--- config.mk ---
export PLATFORM = sky130hd
export DESIGN_NAME = qte_cordic
export DESIGN_NICKNAME = d
export VERILOG_FILES = /design/src/rtl/qte_pkg.sv /design/src/rtl/qte_cordic.sv
export SDC_FILE = /design/constraint.sdc
export NUM_CORES = 2
export LEC_CHECK = 0
export ABC_CLOCK_PERIOD_IN_PS = 7500
export BUFFER_PORTS_ARGS = -buffer_cell sky130_fd_sc_hd__buf_2
export CORE_UTILIZATION = 66
export DETAILED_ROUTE_END_ITERATION = 12
export PLACE_DENSITY = 0.79
export SYNTH_ARGS = -nofsm -noshare
export SYNTH_HDL_FRONTEND = slang
export SYNTH_SLANG_ARGS = --single-unit
--- constraint.sdc ---
create_clock -name clk_i -period 7.5 [get_ports clk_i]
set_clock_uncertainty 0.1 [all_clocks]
set_input_delay 2.25 -clock clk_i [delete_from_list [all_inputs] [get_ports clk_i]]
set_output_delay 2.25 -clock clk_i [all_outputs]
set_load 0.01 [all_outputs]
--- src/rtl/qte_pkg.sv ---
// package: types, constants and tables shared by the quaternion to euler angle core
package qte_pkg;

  localparam int CORDIC_STAGES = 16;
  localparam int CW            = 36;
  localparam int VW            = 34;
  localparam int SQ_STEPS      = 29;
  localparam int CORD_LAT      = CORDIC_STAGES + 1;

  localparam logic [31:0] ATAN_TAB [24] = '{
    32'h20000000, 32'h12E4051E, 32'h09FB385B, 32'h051111D4, 32'h028B0D43,
    32'h0145D7E1, 32'h00A2F61E, 32'h00517C55, 32'h0028BE53, 32'h00145F2F,
    32'h000A2F98, 32'h000517CC, 32'h00028BE6, 32'h000145F3, 32'h0000A2FA,
    32'h0000517D, 32'h000028BE, 32'h0000145F, 32'h00000A30, 32'h00000518,
    32'h0000028C, 32'h00000146, 32'h000000A3, 32'h00000051
  };

  typedef struct packed {
    logic signed [15:0] qw;
    logic signed [15:0] qx;
    logic signed [15:0] qy;
    logic signed [15:0] qz;
  } quat_t;

  typedef struct packed {
    logic signed [15:0] pitch_angle;
    logic signed [15:0] yaw_angle;
    logic signed [15:0] roll_angle;
    logic               gimbal_lock;
  } euler_t;

  typedef struct packed {
    logic signed [31:0] wx;
    logic signed [31:0] yz;
    logic signed [31:0] wy;
    logic signed [31:0] xz;
    logic signed [31:0] xx;
    logic signed [31:0] yy;
    logic signed [31:0] zz;
    logic signed [31:0] xy;
    logic signed [31:0] wz;
  } prod_t;

  typedef struct packed {
    logic               lock;
    logic signed [15:0] sp;
    logic signed [VW-1:0] yaw_y;
    logic signed [VW-1:0] yaw_x;
    logic signed [VW-1:0] roll_y;
    logic signed [VW-1:0] roll_x;
  } side_t;

  typedef struct packed {
    logic               lock;
    logic signed [15:0] sp;
  } tag_t;

endpackage

--- src/rtl/qte_cordic.sv ---
// unrolled vectoring cordic: atan2 of (x, y) as a 16-bit binary angle
module qte_cordic (
  input  logic                         clk_i,
  input  logic                         rst_ni,
  input  logic                         en_i,
  input  logic                         valid_i,
  input  logic signed [qte_pkg::CW-1:0] x_i,
  input  logic signed [qte_pkg::CW-1:0] y_i,
  output logic                         valid_o,
  output logic [15:0]                  angle_o
);

  localparam int N  = qte_pkg::CORDIC_STAGES;
  localparam int CW = qte_pkg::CW;

  logic signed [CW-1:0] x_q [N+1];
  logic signed [CW-1:0] y_q [N+1];
  logic [31:0]          z_q [N+1];
  logic                 zr_q [N+1];
  logic                 v_q  [N+1];

  logic signed [CW-1:0] x_d [N+1];
  logic signed [CW-1:0] y_d [N+1];
  logic [31:0]          z_d [N+1];

  logic [31:0]          rnd;

  always_comb begin
    if (x_i < 0) begin
      x_d[0] = -x_i;
      y_d[0] = -y_i;
      z_d[0] = 32'h8000_0000;
    end else begin
      x_d[0] = x_i;
      y_d[0] = y_i;
      z_d[0] = '0;
    end
    for (int i = 0; i < N; i++) begin
      if (y_q[i] >= 0) begin
        x_d[i+1] = x_q[i] + (y_q[i] >>> i);
        y_d[i+1] = y_q[i] - (x_q[i] >>> i);
        z_d[i+1] = z_q[i] + qte_pkg::ATAN_TAB[5'(i)];
      end else begin
        x_d[i+1] = x_q[i] - (y_q[i] >>> i);
        y_d[i+1] = y_q[i] + (x_q[i] >>> i);
        z_d[i+1] = z_q[i] - qte_pkg::ATAN_TAB[5'(i)];
      end
    end
  end

  always_ff @(posedge clk_i or negedge rst_ni) begin
    if (!rst_ni) begin
      for (int i = 0; i <= N; i++) begin
        v_q[i] <= 1'b0;
      end
    end else if (en_i) begin
      v_q[0] <= valid_i;
      for (int i = 1; i <= N; i++) begin
        v_q[i] <= v_q[i-1];
      end
    end
  end

  always_ff @(posedge clk_i) begin
    if (en_i) begin
      zr_q[0] <= (x_i == 0) && (y_i == 0);
      for (int i = 0; i <= N; i++) begin
        x_q[i] <= x_d[i];
        y_q[i] <= y_d[i];
        z_q[i] <= z_d[i];
      end
      for (int i = 1; i <= N; i++) begin
        zr_q[i] <= zr_q[i-1];
      end
    end
  end

  assign rnd     = z_q[N] + 32'h0000_8000;
  assign valid_o = v_q[N];
  assign angle_o = zr_q[N] ? 16'd0 : rnd[31:16];

endmodule

==> impl_metrics.py <==
metrics = {
    "status": {
        "status": "finished, final reports clean",
    },
    "floorplanning": {
        "die_h_um": 450,
        "io_pins": 93,
        "coreArea_um2": 198000,
        "die_w_um": 450,
        "start_util": 0.667,
        "rows": 163,
        "dieArea_um2": 202000,
    },
    "run": {
        "maxCapViolCount": 0,
    },
    "clocking": {
        "cts_tree": "built",
        "cts.clk_slew.worst_paths_ps": 60,
        "hold_buffers": 0,
        "cts_buffers": 168,
        "htreeDepth": 4,
        "cts.sinks": 1526,
        "cts_resized": 0,
        "clkLatencyLatePin_ps": 860,
        "post_cts_buffers": 0,
        "cts_root_buf": "clkbuf_16",
        "cts_buffer_depth": 3,
    },
    "worst_setup_path": {
        "worstReg2RegEnd": "y_q[0][106]",
        "r2r-start": "x_q[0][42]",
        "worstPathArrival_ps": 6470,
        "critPathKind": "register to register",
        "crit_start": "x_q[0][42]",
        "rr_worst_depth": 16,
        "cp.depth": 16,
        "slowest_stage": "a21boi_0",
        "end_kind": "register",
        "cp_slowest_stage_delay_ps": 720,
        "rrSetupSlack_ps": 1490,
        "cpMostUsedCell": "a21o_1",
        "cp.required_ps": 7970,
        "endpoint": "y_q[0][106]",
        "crit_chain": "or4_1 > or3_1 > nand2b_1 > or2_2 > o31ai_1 > a21boi_0 > nand2_1 > xnor2_1 > ha_1 > a21o_1 > a21o_1 > a21o_1 > a221oi_1 > o21ai_0 > o41ai_1 > xnor2_1",
        "cpLargestDelayFamily": "compound AO/OA/AOI/OAI gates",
        "path_buf_inv": 0,
        "critPathMaxFanout": 6,
        "start_kind": "register",
    },
    "synth": {
        "netlist_instances": 13900,
        "seq_area_frac_synth": 0.346,
        "synth.most_common_cell": "edfxtp_1",
        "synth_edf_count": 1509,
        "yosys.area.top_type": "edfxtp_1",
        "ys_async_sr_fraction": 0.0111,
        "ys_ff_latch": 1526,
        "yosysWarnings": 0,
        "netlist_area_um2": 132000,
        "ys_types": 84,
        "syn_avg_cell_area_um2": 9.52,
        "synth_common_cells": "edfxtp_1 (1509), ha_1 (1476), xnor2_1 (1224)",
        "yosys-top-cells-area": "edfxtp_1 (34%), ha_1 (14%), xnor2_1 (8.1%), xor2_1 (4.9%), a21oi_1 (4.6%)",
        "synth_flop_cell": "edfxtp_1",
        "synth_top_area_frac": 0.343,
    },
    "timing": {
        "worst_slew_pin_slew_ps": 1160,
        "hold_violations": 0,
        "rsz0062_at_grt": "false",
        "slew_headroom": 0.214,
        "fin_ws_ps": 1490,
        "fmax_mhz": 166,
        "setup_viol_count_final": 0,
        "fin_crit_ps": 6010,
        "drv_slew": 0,
        "finalCritPeriodShare": 0.801,
        "setup_tns_ps": 0,
    },
    "route": {
        "vias": 111000,
        "drtIter0Drc": 10400,
        "wl_per_cell_um": 21.3,
        "top_layer": "met5",
        "drtPass1Iterations": 8,
        "wl_met3_mm": 24.5,
        "postRouteAntennaNets": 0,
        "vias_per_cell": 6.59,
        "drt_wl_total_mm": 358,
        "met1_length_mm": 154,
        "drc": 0,
        "route.met2.wl_mm": 167,
    },
    "placement": {
        "io_buffers": 92,
        "routabilityCongestion": 0.983,
        "dp_slack_ps": 1480,
        "dpl.hpwl_mm": 278,
    },
    "global_routing": {
        "grt_pass1_wl_mm": 565,
        "track_usage": 0.343,
        "grt_pass1_vias": 106000,
        "gr-total-overflow": 0,
        "grt_max_degree": 159,
        "antenna_found_initial": 10,
    },
    "cells_and_area": {
        "syn2layout_area_growth_pct": 7.13,
        "layout.nets": 15600,
        "drive_above_1_share": 0.0404,
    },
    "min_path": {
        "hold_path_class": "register to register",
    },
}
-- layer usage --
layer  global-route usage  vias to the layer above
met5                    0                        -
met4                0.112                        2
met3               0.0397                      734
met2                0.571                     4335
met1                0.464                    53100
li1                     -                    52400
-- worst min-delay path by stage --
stage,startpoint,endpoint,slack [ps],depth (start not counted)
2_1_floorplan,z_q[0][97],z_q[0][129],300,0
3_3_place_gp,zr_q[0][15],zr_q[0][16],300,0
3_5_place_dp,zr_q[0][13],zr_q[0][14],310,0
4_1_cts,zr_q[0][1],zr_q[0][2],320,0
5_1_grt,zr_q[0][1],zr_q[0][2],320,0
6_report,zr_q[0][1],zr_q[0][2],320,0
-- state kept, by name (all words and copies together), names as in the netlist --
name / count
y_q: 541
zr_q: 17
z_q: 426
v_q: 16
x_q: 525
valid_o: 1
-- cells by family after synthesis --
group	count (synthesis)	synth area share
AO/OA/AOI/OAI	4373	0.213
XOR/XNOR	1960	0.130
adder cells (fa/ha/maj)	1516	0.146
buffers and inverters	833	0.0237
flip-flops	1526	0.346
multiplexers	57	0.00449
other	1	0.0000284
AND/OR/NAND/NOR	3618	0.137
-- cell usage in the layout (no fill, tap or decap), types with 51 or more instances in the layout --
cell type  count
a211oi_1     132
a21boi_0      61
a21o_1       625
a21oi_1     1209
a31oi_1      142
and2_1        51
and3_1       149
buf_2         91
clkbuf_16    168
conb_1        78
edfxtp_1    1509
ha_1        1476
inv_1        560
nand2_1      787
nand2b_1     234
nand3_1      261
nand4_1      130
nor2_1       935
nor2b_1      192
nor3_1       268
nor4_1        86
o211ai_1      80
o21a_1       199
o21ai_0      907
o21bai_1     172
o31ai_1      269
o41ai_1      133
or2_2         80
or3_1        181
or4_1        157
xnor2_1     1224
xor2_1       736
-- area by class of cell --
| type | instances | area [um2] |
|---|---|---|
| clock inverter | 115 | 1440 |
| tap | 2640 | 3300 |
| multi-input combinational | 11600 | 83600 |
| sequential | 1526 | 45700 |
| fill | 14600 | 56600 |
| antenna | 1 | 2.50 |
| clock buffer | 194 | 4310 |
| inverter | 564 | 2120 |
| timing repair buffer | 147 | 1080 |
-- metrics by stage --
| stage | instance area, um2 | utilization | std cells | hold slack [ps] |
|---|---|---|---|---|
| detailed placement | 136000 | 0.685 | 16500 | 305 |
| floorplan | 132000 | - | 14000 | 300 |
| CTS | 142000 | 0.714 | 16800 | 319 |
| global placement | 136000 | 0.685 | 16500 | 300 |
| finish | 142000 | 0.714 | 16800 | 317 |
| global route | 142000 | 0.714 | 16800 | 321 |
Power is left out: the tool's default activity adds up to more than one toggle a clock period on the data nets, which glitch-free logic cannot reach.
