`src/rtl/qte_pkg.sv`:
```
// package: types, constants and tables shared by the quaternion to euler angle core
package qte_pkg;

  localparam int CORDIC_STAGES = 16;
  localparam int CW            = 36;
  localparam int VW            = 34;
  localparam int SQ_STEPS      = 29;
  localparam int CORD_LAT      = CORDIC_STAGES + 1;

  localparam logic [31:0] ATAN_TAB [24] = '{
    32'h20000000, 32'h12E4051E, 32'h09FB385B, 32'h051111D4, 32'h028B0D43,
    32'h0145D7E1, 32'h00A2F61E, 32'h00517C55, 32'h0028BE53, 32'h00145F2F,
    32'h000A2F98, 32'h000517CC, 32'h00028BE6, 32'h000145F3, 32'h0000A2FA,
    32'h0000517D, 32'h000028BE, 32'h0000145F, 32'h00000A30, 32'h00000518,
    32'h0000028C, 32'h00000146, 32'h000000A3, 32'h00000051
  };

  typedef struct packed {
    logic signed [15:0] qw;
    logic signed [15:0] qx;
    logic signed [15:0] qy;
    logic signed [15:0] qz;
  } quat_t;

  typedef struct packed {
    logic signed [15:0] pitch_angle;
    logic signed [15:0] yaw_angle;
    logic signed [15:0] roll_angle;
    logic               gimbal_lock;
  } euler_t;

  typedef struct packed {
    logic signed [31:0] wx;
    logic signed [31:0] yz;
    logic signed [31:0] wy;
    logic signed [31:0] xz;
    logic signed [31:0] xx;
    logic signed [31:0] yy;
    logic signed [31:0] zz;
    logic signed [31:0] xy;
    logic signed [31:0] wz;
  } prod_t;

  typedef struct packed {
    logic               lock;
    logic signed [15:0] sp;
    logic signed [VW-1:0] yaw_y;
    logic signed [VW-1:0] yaw_x;
    logic signed [VW-1:0] roll_y;
    logic signed [VW-1:0] roll_x;
  } side_t;

  typedef struct packed {
    logic               lock;
    logic signed [15:0] sp;
  } tag_t;

endpackage

```
`src/rtl/qte_prep.sv`:
```
// stages two and three: sin(pitch), gimbal test, cordic vectors and sqrt radicand
module qte_prep (
  input  logic           clk_i,
  input  logic           rst_ni,
  input  logic           en_i,
  input  logic [14:0]    thr_i,
  input  logic           valid_i,
  input  qte_pkg::prod_t p_i,
  output logic           valid_o,
  output logic [28:0]    rad_o,
  output qte_pkg::side_t side_o
);

  localparam logic signed [33:0] ONE_Q28  = 34'sh0_1000_0000;
  localparam logic signed [33:0] HALF_Q28 = 34'sh0_0800_0000;

  logic signed [32:0]          diff;
  logic signed [33:0]          s28, s28_sat;
  logic [33:0]                 u;
  logic signed [15:0]          sp_d, sp_q;
  logic signed [qte_pkg::VW-1:0] yl_y_d, yl_x_d, yn_y_d, yn_x_d, r_y_d, r_x_d;
  logic signed [qte_pkg::VW-1:0] yl_y_q, yl_x_q, yn_y_q, yn_x_q, r_y_q, r_x_q;
  logic                        v2_q, v3_q;
  logic [15:0]                 mag;
  logic signed [31:0]          sq;
  logic [28:0]                 rad_d, rad_q;
  qte_pkg::side_t              side_d, side_q;

  // stage two
  always_comb begin
    diff = 33'(p_i.wx) - 33'(p_i.yz);
    s28  = {diff, 1'b0};
    if (s28 > ONE_Q28) begin
      s28_sat = ONE_Q28;
    end else if (s28 < -ONE_Q28) begin
      s28_sat = -ONE_Q28;
    end else begin
      s28_sat = s28;
    end
    u      = 34'(s28_sat + ONE_Q28 + 34'sd8192);
    sp_d   = $signed(u[29:14] - 16'd16384);
    yl_y_d = 34'(p_i.wy) - 34'(p_i.xz);
    yl_x_d = HALF_Q28 - 34'(p_i.yy) - 34'(p_i.zz);
    yn_y_d = 34'(p_i.xz) + 34'(p_i.wy);
    yn_x_d = HALF_Q28 - 34'(p_i.xx) - 34'(p_i.yy);
    r_y_d  = 34'(p_i.xy) + 34'(p_i.wz);
    r_x_d  = HALF_Q28 - 34'(p_i.xx) - 34'(p_i.zz);
  end

  // stage three
  always_comb begin
    mag           = sp_q[15] ? 16'(-sp_q) : 16'(sp_q);
    side_d.lock   = mag > {1'b0, thr_i};
    side_d.sp     = sp_q;
    side_d.yaw_y  = side_d.lock ? yl_y_q : yn_y_q;
    side_d.yaw_x  = side_d.lock ? yl_x_q : yn_x_q;
    side_d.roll_y = r_y_q;
    side_d.roll_x = r_x_q;
    sq            = sp_q * sp_q;
    rad_d         = 29'(32'sd268435456 - sq);
  end

  always_ff @(posedge clk_i or negedge rst_ni) begin
    if (!rst_ni) begin
      v2_q <= 1'b0;
      v3_q <= 1'b0;
    end else if (en_i) begin
      v2_q <= valid_i;
      v3_q <= v2_q;
    end
  end

  always_ff @(posedge clk_i) begin
    if (en_i) begin
      sp_q   <= sp_d;
      yl_y_q <= yl_y_d;
      yl_x_q <= yl_x_d;
      yn_y_q <= yn_y_d;
      yn_x_q <= yn_x_d;
      r_y_q  <= r_y_d;
      r_x_q  <= r_x_d;
      rad_q  <= rad_d;
      side_q <= side_d;
    end
  end

  assign valid_o = v3_q;
  assign rad_o   = rad_q;
  assign side_o  = side_q;

endmodule

```
`config.mk`:
```
export PLATFORM = sky130hd
export DESIGN_NAME = qte_prep
export DESIGN_NICKNAME = d
export VERILOG_FILES = /design/src/rtl/qte_pkg.sv /design/src/rtl/qte_prep.sv
export SDC_FILE = /design/constraint.sdc
export NUM_CORES = 1
export LEC_CHECK = 0
export ABC_CLOCK_PERIOD_IN_PS = 12500
export BUFFER_PORTS_ARGS = -buffer_cell sky130_fd_sc_hd__buf_2
export CAP_MARGIN = 5
export CORE_ASPECT_RATIO = 1.25
export CORE_MARGIN = 2
export CORE_UTILIZATION = 26
export CTS_CLUSTER_DIAMETER = 30
export DETAILED_ROUTE_END_ITERATION = 8
export GPL_TIMING_DRIVEN = 1
export HOLD_SLACK_MARGIN = 0.05
export PLACE_DENSITY = 0.46
export SLEW_MARGIN = 15
export SYNTH_ARGS = -nofsm -noshare
export SYNTH_HDL_FRONTEND = slang
export SYNTH_SLANG_ARGS = --single-unit
```
`constraint.sdc`:
```
create_clock -name clk_i -period 12.5 [get_ports clk_i]
set_input_delay 1.25 -clock clk_i [delete_from_list [all_inputs] [get_ports clk_i]]
set_output_delay 1.25 -clock clk_i [all_outputs]
set_load 0.03 [all_outputs]
```
==> key figures <==
Global routing
  – Global route hottest layer: met2
  – Vias in the first global route: 27,580
  – First-pass GRT wire length: 158.7 mm
  – GR Layer Usage met3: 5.993%
  – Total GRT Usage: 15.42%
  – Initial antenna violation count: 60
  – Largest net degree at the start of global routing: 144
  – GRT met2 Usage: 26.10%
  – M1 GR Usage: 17.60%
  – Gr ovfl total: 0

Finish
  – P&R area growth vs syn: 23.04%
  – Most frequent cells in the layout: inv_1 (565), buf_2 (488), edfxtp_1 (394)
  – Design Area, Final: 42,660 µm²
  – Commonest non-fill, non-tap cell in the layout: inv_1
  – Post-route insts no fill: 5,788
  – Nets: 4,851
  – Share of cells above drive strength 1: 19.14%

Worst setup path
  – CP Launch Type: flip-flop
  – CP max-delay cell: edfxtp_1
  – Most used cell, CP: fa_1
  – Crit Path Max Fanout: 22
  – CP max stage delay: 0.96 ns
  – Buffers and inverters on the worst path: 4
  – WP data arrival: 7.73 ns
  – Crit path kind: reg -> reg
  – Critical Path RT: 12.90 ns
  – Critical path cell sequence: and2_1 > fa_1 > fa_1 > fa_1 > inv_1 > fa_1 > fa_1 > inv_1 > fa_1 > inv_1 > ha_1 > nand4_1 > o22a_1 > o31ai_1 > buf_4 > o2111ai_1 > a311oi_1 > a41oi_1 > and2_1 > o21ai_0 > a21oi_1 > xnor2_1
  – Largest delay share family, worst path: adder cells
  – Worst setup EP type: flip-flop

Outcome
  – Outcome: completed

Yosys
  – Synth top area cells: edfxtp_1 (34%), ha_1 (13%), fa_1 (13%)
  – Top_reg_cell synth: edfxtp_1
  – Syn nets: 4,326
  – Area leader, netlist: edfxtp_1
  – Seq/Total Area, Yosys: 34.27%
  – Synth cell types: 84
  – Syn avg cell area: 10.12 µm²
  – Mapped Cells: 3,425
  – Yosys reg bits: 396
  – Synth async-reset ratio: 0.5051%
  – Number of synthesized flops with an enable pin: 394
  – Yosys Warn Count: 0
  – Mapped Area: 34,670 µm²
  – Top-area cell type share of the netlist area: 34.12%

STA
  – Fin crit period: 7.328 ns
  – RSZ-0062 raised after global routing: no
  – Clock Skews: 0.05532 ns
  – Final hold vios: 0
  – Final period util: 58.62%
  – Setup TNS: 0 ns
  – Worst-margin pin slew: 1.023 ns
  – Highest Clock Rate: 0.1365 GHz
  – Max_slew headroom: 31.28%
  – Max-slew violations: 0
  – # setup viols final: 0

Die
  – Core Box Area: 132,200 µm²
  – Die span in y: 412.3 µm
  – Die W: 330.6 µm
  – Die area: 136,300 µm²
  – FP Rows: 149
  – Initial Utilization: 26.23%
  – Io pins: 490

Clock tree
  – CTS max path bufs: 3
  – TritonCTS clock tree: yes
  – CTS Hold Bufs: 0
  – Post_cts resized: 0
  – Later-pin clock latency in the skew report: 0.71 ns
  – Htree depth: 3
  – Clock transition at path regs: 0.04 ns
  – Clk Tree Root Cell: clkbuf_16
  – # clock sinks: 396
  – TritonCTS Buffers: 104
  – Postcts setup bufs: 0

Placement
  – Placed cell areas: 39,100 µm²
  – Placer Congestion: 0.8744
  – DPL Wire Length: 85.60 mm
  – Placed instance count: 5,580
  – Port bufs: 489

Power and ir drop
  – Clock power frac: 19.2%
  – Seq pwr share: 16.8%
  – Power Density: 321.4 nW/µm²
  – Sw Ratio: 44.26%
  – Pint: 0.007641 W
  – Worst vdd ir: 0.6480 mV
  – Share of total power in combinational logic: 63.9%
  – Psw: 0.006068 W
  – Leak pwr: 19.19 nW

Routing
  – Initial DRC Count: 1,351
  – Residual DRC count: 0
  – Via count: 26,220
  – First-pass iteration count of the detailed router: 5
  – Via-per-instance ratio: 4.530
  – Final WL: 104.9 mm
  – Routed length per placed instance: 18.12 µm
  – Post-DRT Antenna Nets: 0

Flow run
  – Number of max-cap violations: 0

Hold path
  – Hold WC Path Type: in -> async
## metrics by stage
| step | worst slack (ns) | util [%] | hold slack, ns | total power, W |
|---|---|---|---|---|
| after global routing | 4.850 | 32.27 | 0.3030 | 0.01519 |
| after floorplan | 6.064 | - | 0.4003 | 0.008967 |
| after global placement | 5.325 | 29.58 | 0.4011 | 0.01118 |
| after CTS | 5.213 | 32.25 | 0.2696 | 0.01396 |
| after detailed placement | 5.219 | 29.58 | 0.4045 | 0.01121 |
| final | 5.172 | 32.28 | 0.3513 | 0.01371 |
## state kept, by name, indices dropped and copies added (netlist names)
register and flops:
side_o 150, yl_x_q 34, yn_x_q 34, r_x_q 34, sp_q 16, v2_q 1, rad_o 28, valid_o 1
yn_y_q 32, r_y_q 33, yl_y_q 33
## power groups by stage
stage | clock network (W) | logic, W | registers (W)
2_1_floorplan | 0 | 0.00644 | 0.00253
3_3_place_gp | 0 | 0.00884 | 0.00233
3_5_place_dp | 0 | 0.00887 | 0.00234
4_1_cts | 0.00271 | 0.00892 | 0.00232
5_1_grt | 0.00278 | 0.0101 | 0.00234
6_report | 0.00264 | 0.00876 | 0.00231
## final cells by class
| type | instances | area [µm²] |
|---|---|---|
| diodes | 14 | 35.03 |
| clock inverters | 79 | 879.6 |
| well taps | 1736 | 2172 |
| flip-flops and latches | 396 | 11880 |
| fillers | 13760 | 89520 |
| multi-input cells | 2378 | 20340 |
| inverters | 566 | 2125 |
| repair buffers | 504 | 2582 |
| clock buffers | 115 | 2644 |
## synthesized netlist by cell type (7+ instances only)
library cell,count
inv_1,565
edfxtp_1,394
ha_1,373
nor2_1,231
fa_1,221
nand2_1,202
xnor2_1,198
a21oi_1,182
o21ai_0,111
xor2_1,84
a21o_1,72
clkbuf_1,69
mux2_2,69
nor3_1,65
nand3_1,51
nor2b_1,51
and2_1,48
nand2b_1,43
o21a_1,42
a211oi_1,29
a31oi_1,25
and3_1,21
o21bai_1,21
nand4_1,20
or3_1,19
o211ai_1,15
nor4_1,14
o31ai_1,14
a2111oi_0,10
nor3b_1,10
or2_2,10
a21boi_0,9
nand3b_1,9
o2111ai_1,9
a41oi_1,7
or4_1,7
## kinds of logic after synthesis
| group | Yosys count | synth area share, % |
|---|---|---|
| and+or+nand+nor | 820 | 11.56 |
| adders and majority gates | 594 | 26.22 |
| muxes | 72 | 2.328 |
| xor gates and xnor gates | 282 | 7.123 |
| buffers and inverters | 651 | 7.112 |
| AOI/OAI and AO/OA | 610 | 11.39 |
| DFF | 396 | 34.27 |
## final timing paths
path / startpoint / endpoint / slack [ns] / cells after the start
worst max register to register: sp_q[4] / rad_o[28] / 5.17 / 22
worst min-delay path: rst_ni / v2_q / 0.35 / 1
worst min register to register: r_y_q[7] / side_o[41] / 0.40 / 0
min in group clk_i: r_y_q[7] / side_o[41] / 0.40 / 0
max in group asynchronous: rst_ni / valid_o / 12.05 / 1
worst max-delay path: sp_q[4] / rad_o[28] / 5.17 / 22
## metal layers
layer  routed length (µm)  vias up
li1                     -    12790
met1                41470    12420
met2                50210      694
met3                 9644      237
met4                 3101       72
met5                  460        -
Power figures use the tool's default switching activity.
